## config.mk

```make
export PLATFORM = sky130hd
export DESIGN_NAME = lzwcd_queue
export DESIGN_NICKNAME = d
export VERILOG_FILES = /design/src/rtl/core/lzwcd_pkg.sv /design/src/rtl/core/lzwcd_queue.sv
export SDC_FILE = /design/constraint.sdc
export NUM_CORES = 1
export LEC_CHECK = 0
export BUFFER_PORTS_ARGS = -buffer_cell sky130_fd_sc_hd__buf_2
export CELL_PAD_IN_SITES_DETAIL_PLACEMENT = 0
export CELL_PAD_IN_SITES_GLOBAL_PLACEMENT = 1
export CORE_ASPECT_RATIO = 0.5
export CORE_MARGIN = 8
export CORE_UTILIZATION = 42
export CTS_CLUSTER_SIZE = 30
export DETAILED_ROUTE_END_ITERATION = 8
export MAX_ROUTING_LAYER = met4
export PLACE_DENSITY_LB_ADDON = 0.3
export SLEW_MARGIN = 15
export SYNTH_ARGS = -nofsm -noshare
export SYNTH_HDL_FRONTEND = slang
export SYNTH_SLANG_ARGS = --single-unit
```

## constraint.sdc

```tcl
create_clock -name clk -period 2.3 [get_ports clk]
set_input_delay 0.115 -clock clk [delete_from_list [all_inputs] [get_ports clk]]
set_output_delay 0.115 -clock clk [all_outputs]
set_load 0.01 [all_outputs]
```

## src/rtl/core/lzwcd_pkg.sv

```systemverilog
`timescale 1ns / 1ps
// ----------------------------------------------------------------------------
// LZW code decoder package
// Shared widths, codes, the command that travels from the front to the back,
// and the dictionary write beat.
// ----------------------------------------------------------------------------
package lzwcd_pkg;

	localparam int CODE_BITS  = 12;
	localparam int DICT_SIZE  = 1 << CODE_BITS;
	localparam int MAX_STRING = 64;
	localparam int LEN_W      = 7;
	localparam int IDX_W      = 6;

	typedef logic [CODE_BITS-1:0] code_t;
	typedef logic [LEN_W-1:0]     len_t;
	typedef logic [IDX_W-1:0]     idx_t;
	typedef logic [7:0]           byte_t;

	localparam code_t ALPHABET_CODE = code_t'(256);
	localparam code_t RESET_CODE    = code_t'(DICT_SIZE - 1);
	localparam len_t  MAX_LEN       = len_t'(MAX_STRING);

	typedef enum logic [1:0] {
		STATUS_OK        = 2'd0,
		STATUS_INVALID   = 2'd1,
		STATUS_NOT_ADDED = 2'd2
	} status_t;

	// One decode job: the code whose chain is walked and its string length.
	typedef struct packed {
		logic    err;
		status_t status;
		code_t   code;
		len_t    len;
	} cmd_t;

	typedef struct packed {
		logic  en;
		code_t addr;
		code_t prefix;
		byte_t suffix;
	} dict_wr_t;

	typedef enum logic [1:0] {
		BK_IDLE,
		BK_WALK,
		BK_LAST,
		BK_EMIT
	} back_state_t;

endpackage

```

## src/rtl/core/lzwcd_queue.sv

```systemverilog
`timescale 1ns / 1ps
// ----------------------------------------------------------------------------
// LZW decoder command queue
// Two-entry queue of decode commands between the front and the back.
// ----------------------------------------------------------------------------
module lzwcd_queue (
	input  logic            clk,
	input  logic            arst_n,
	input  logic            push,
	input  lzwcd_pkg::cmd_t push_data,
	input  logic            pop,
	output lzwcd_pkg::cmd_t pop_data,
	output logic            full,
	output logic            empty
);

	lzwcd_pkg::cmd_t slot_q [2];
	logic            wptr_q;
	logic            rptr_q;
	logic [1:0]      cnt_q;

	assign full     = (cnt_q == 2'd2);
	assign empty    = (cnt_q == 2'd0);
	assign pop_data = slot_q[rptr_q];

	// Pointers and fill count.
	always_ff @(posedge clk or negedge arst_n) begin
		if (!arst_n) begin
			wptr_q <= 1'b0;
			rptr_q <= 1'b0;
			cnt_q  <= 2'd0;
		end else begin
			if (push) begin
				wptr_q <= !wptr_q;
			end
			if (pop) begin
				rptr_q <= !rptr_q;
			end
			if (push && !pop) begin
				cnt_q <= cnt_q + 2'd1;
			end else if (pop && !push) begin
				cnt_q <= cnt_q - 2'd1;
			end
		end
	end

	// Command storage.
	always_ff @(posedge clk) begin
		if (push) begin
			slot_q[wptr_q] <= push_data;
		end
	end

endmodule

```

; Word level (Yosys, flattened, before mapping)
; Memory sizes are Yosys's and may differ from the RTL's.
; Index checks and enable logic that the tools add are counted.
[classes]
add_sub_neg = 2
reduce_logical = 8
eq_ne = 1
mux = 4
[ops]
columns = op, n
row1 = 1-bit logical NOT, 4
row2 = 2-bit 2-to-1 mux, 2
row3 = 2-bit by 1-bit adder with 2-bit output (second input constant), 1
row4 = 2-bit == test (second input constant), 1
row5 = 1-bit logical AND, 2
row6 = 2-bit logical NOT, 1
row7 = 1-bit 2-to-1 mux, 2
row8 = 2-bit nonzero test, 1
row9 = 2-bit by 1-bit subtractor with 2-bit output (second input constant), 1
[word_totals]
ff_bits = 4
word_cells = 19
ram_bits = 44
mem_count = 1
out_inout_bits = 24
in_bits = 26
[memory_table]
columns = memory, words, word_bits, read_ports, rd_clocked_by_memory_dff, wr, line_no
row1 = slot_q, 2, 22, 1, 0, 1, lzwcd_queue.sv:17  ; lzwcd_pkg::cmd_t slot_q [2];

; Depth between registers and ports, before layout
[logic_depth]
word_depth = 4
ltp_mapped = 5
mapped_depth_nobuf = 5

; Worst setup path after synthesis
; No wires, ideal clock.
[synth_path]
path_kind = flip-flop to flip-flop
start = reg wptr_q
end = mem slot_q[0][0] (netlist name) (enable)
path_slack_ns = 0.494
path_buffers = 0
synth_period_minus_slack_ns = 1.806
setup_ns = 0.403
arrival_ns = 1.403
t_required_ns = 1.897
path_stages_with_launch = 2
cell_sequence = dfrtp_1 -> nor2b_1
[synth_lines]
columns = element, line_no
row1 = start: declaration, lzwcd_queue.sv:18  ; logic wptr_q;
row2 = start signal: assignment, lzwcd_queue.sv:34  ; wptr_q <= !wptr_q;
row3 = end: declaration, lzwcd_queue.sv:17
; Straight into the memory's write port.

==> metrics.md <==
| Metric | Value |
|---|---|
| Worst hold path type | `input port to flip-flop` |
| Leak | `0.869 nW` |
| Max-slew headroom | `between 60% and 70%` |
| First-iteration detailed-routing DRC count | `16` |
| Multi-input logic area | `approximately 330 um^2` |
| Final Hold Fails | `0` |
| Diode count | `0` |
| DRT Pass-1 Iters | `3` |
| CTS Buf Count | `5` |
| CP startpoint | `rptr_q` |
| R2R depth | `2` |
| CP Launch Type | `flip-flop` |
| PD cells | `roughly 1100 mW/mm^2` |
| Crit path time final | `1.72 ns` |
| Full die area | `0.00670 mm^2` |
| WS Path Type | `flip-flop to primary output` |
| Die Y | `a little over 60 um` |
| RSZ-0062 raised after global routing | `no` |
| Starting Density | `between 40% and 50%` |
| Arr. time, crit path | `~1.6 ns` |
| Flop2flop setup slack | `approximately 0.84 ns` |
| Later-pin clock latency in the skew report | `roughly 0.29 ns` |
| Max-slew violations | `0` |
| Worst Setup End Kind | `primary output` |
| WL per Instance | `between 15 and 20 um` |
| CTS Hold Bufs | `4` |
| Hpwl dp | `2170 um` |
| Reg area | `0.00142 mm^2` |
| Final Setup Violations | `0` |
| Outcome | `finished, final reports clean` |
| Fillers | `approximately 350` |
| TritonCTS clock tree | `done` |
| Reg2reg start | `wptr_q` |
| Dpl cells | `approximately 190` |
| DR vias/cell | `between 4 and 5` |
| Root buffer cell | `clkbuf_8` |
| Post-synth cell types | `11` |
| I/O pin count | `50` |
| Final wirelength | `roughly 3100 um` |
| First-pass GRT wire length | `5050 um` |
| Total GRT Usage | `just over 10%` |
| Worst EP required | `between 2 and 2.5 ns` |
| DRC violations left | `0` |
| Layout cells sized above 1 | `54.4%` |
| Max frequency | `between 500 and 600 MHz` |
| Area Overhead vs Synth | `26.4%` |
| Reg2Reg Capture Point | `slot_q[0][9]` |
| Worst vdd ir | `roughly 0.00067 V` |
| Core ar. | `roughly 0.0040 mm^2` |
| IO buf count | `slightly below 50` |
| Fin crit share | `74.8%` |
| Syn Std Cell Area | `around 0.0018 mm^2` |
| Antenna-violating nets left | `0` |
| Vias in the first global route | `1,051` |
| Fin cells | `roughly 200` |
| Worst Clk Skew | `0.00452 ns` |
| Remaining global-route overflow | `0` |
| Max-cap violations | `0` |
| Capture point of the worst path | `pop_data[2]` |
| GPL Wtd Cong | `slightly below 0.7` |
| Clock Sinks | `48` |
| Seq cells post-synth | `between 40 and 50` |
| Die width | `roughly 110 um` |
| Setup bufs post-CTS | `0` |
| Sequential-to-total area share from yosys stat | `roughly four fifths` |
| Post_cts resized | `0` |
| Worst-Margin Slew | `0.482 ns` |
| Clock buffer depth | `2` |
| Syn Inst Count | `84` |
| Nets | `175` |
| Final setup TNS | `0 ns` |
| CP Max Fanout | `18` |
| Pin count of the biggest net entering global routing | `19` |
| Standard-cell rows | `16` |
| Htree depth | `2` |
| Worst-path clk slew | `0.08 ns` |
| Initial antenna violation count | `0` |
| Yosys synthesis warning count | `0` |
| Synthesized Nets | `111` |
| Average size of a mapped cell | `between 20 and 25 um^2` |
| Via count | `between 900 and 1,000` |
==> state kept, by name, summed over array words and instances, names as in the netlist <==
name / count
cnt_q: 2
wptr_q: 1
slot_q: 44
rptr_q: 1
==> worst min path at each step <==
stage | to | from | depth (start not counted)
3_5_place_dp | cnt_q[1] | arst_n | 1
3_3_place_gp | cnt_q[1] | arst_n | 1
2_1_floorplan | cnt_q[0] | arst_n | 0
5_1_grt | slot_q[1][5] | push_data[5] | 1
4_1_cts | slot_q[1][20] | push_data[20] | 1
6_report | slot_q[0][2] | push_data[2] | 1
==> routing by layer <==
layer	GRT usage, %	up-vias	wire (um)
li1	-	450	-
met2	17.5	26	1510
met1	11.1	443	1330
met5	-	-	0
met3	3.60	4	218
met4	4.69	0	50
==> cells in the mapped netlist <==
master	number	area share (%)
xnor2_1	1	0.49
and2_1	1	0.35
edfxtp_1	44	74
mux2_2	22	14
xor2_1	4	2.0
inv_1	1	0.21
nor2_1	2	0.42
ha_1	1	0.70
buf_6	2	1.3
dfrtp_1	4	5.6
nor2b_1	2	0.70
==> stage by stage <==
step | hold WS [ns] | setup WS (ns) | instance area [um^2] | utilization [%] | total power, mW
final | 0.0109 | 0.581 | 2250 | 56.4 | 2.47
after floorplan | -0.181 | 0.494 | 1780 | - | 1.75
after CTS | 0.000533 | 0.566 | 2220 | 55.7 | 2.51
after global placement | -0.0710 | 0.835 | 2090 | 52.5 | 2.02
after global routing | 0.000548 | 0.490 | 2250 | 56.4 | 2.63
after detailed placement | -0.0706 | 0.802 | 2090 | 52.5 | 2.03
==> layout make-up <==
class                      count  share of cell area (%)
multi-input combinational     33                    14.8
timing repair buffer          59                    15.0
clock inverter                 2                   0.501
sequential                    48                    63.3
inverter                       1                   0.167
clock buffer                   6                    3.23
tap                           54                    3.01
==> power breakdown <==
group / leakage [nW] / internal, mW / total, mW / switching (mW)
combinational: 0.371 / 0.373 / 0.760 / 0.387
clock: 0.0388 / 0.211 / 0.469 / 0.258
sequential: 0.460 / 1.17 / 1.24 / 0.0750
==> cell families (layout without fill, tap and decap cells) <==
logic type               after synthesis  in the layout  share of synthesized area (%)
XOR/XNOR                               5              5                           2.46
adder cells (fa/ha/maj)                1              1                          0.704
buffers and inverters                  3             68                           1.48
flip-flops                            48             48                           79.9
multiplexers                          22             22                           13.9
AND/OR/NAND/NOR                        5              5                           1.48
==> cells in the final DEF (no fill, tap or decap) <==
cell type      netlist  routed
and2_1               1       1
buf_2                0      49
buf_4                0       3
clkbuf_1             0       1
clkbuf_8             0       5
clkinv_1             0       1
clkinvlp_4           0       1
dfrtp_1              4       4
dlygate4sd3_1        0       7
edfxtp_1            44      44
ha_1                 1       1
inv_1                1       1
mux2_2              22      22
nor2_1               2       2
nor2b_1              2       1
nor2b_2              0       1
xnor2_1              1       1
xor2_1               4       4
==> worst max-delay path, cell delays in order (launching register included) <==
cell     delay, ns
dfrtp_1       0.48
buf_4         0.31
mux2_2        0.37
buf_2         0.14
Note: power is estimated with default switching activity, not from simulation.
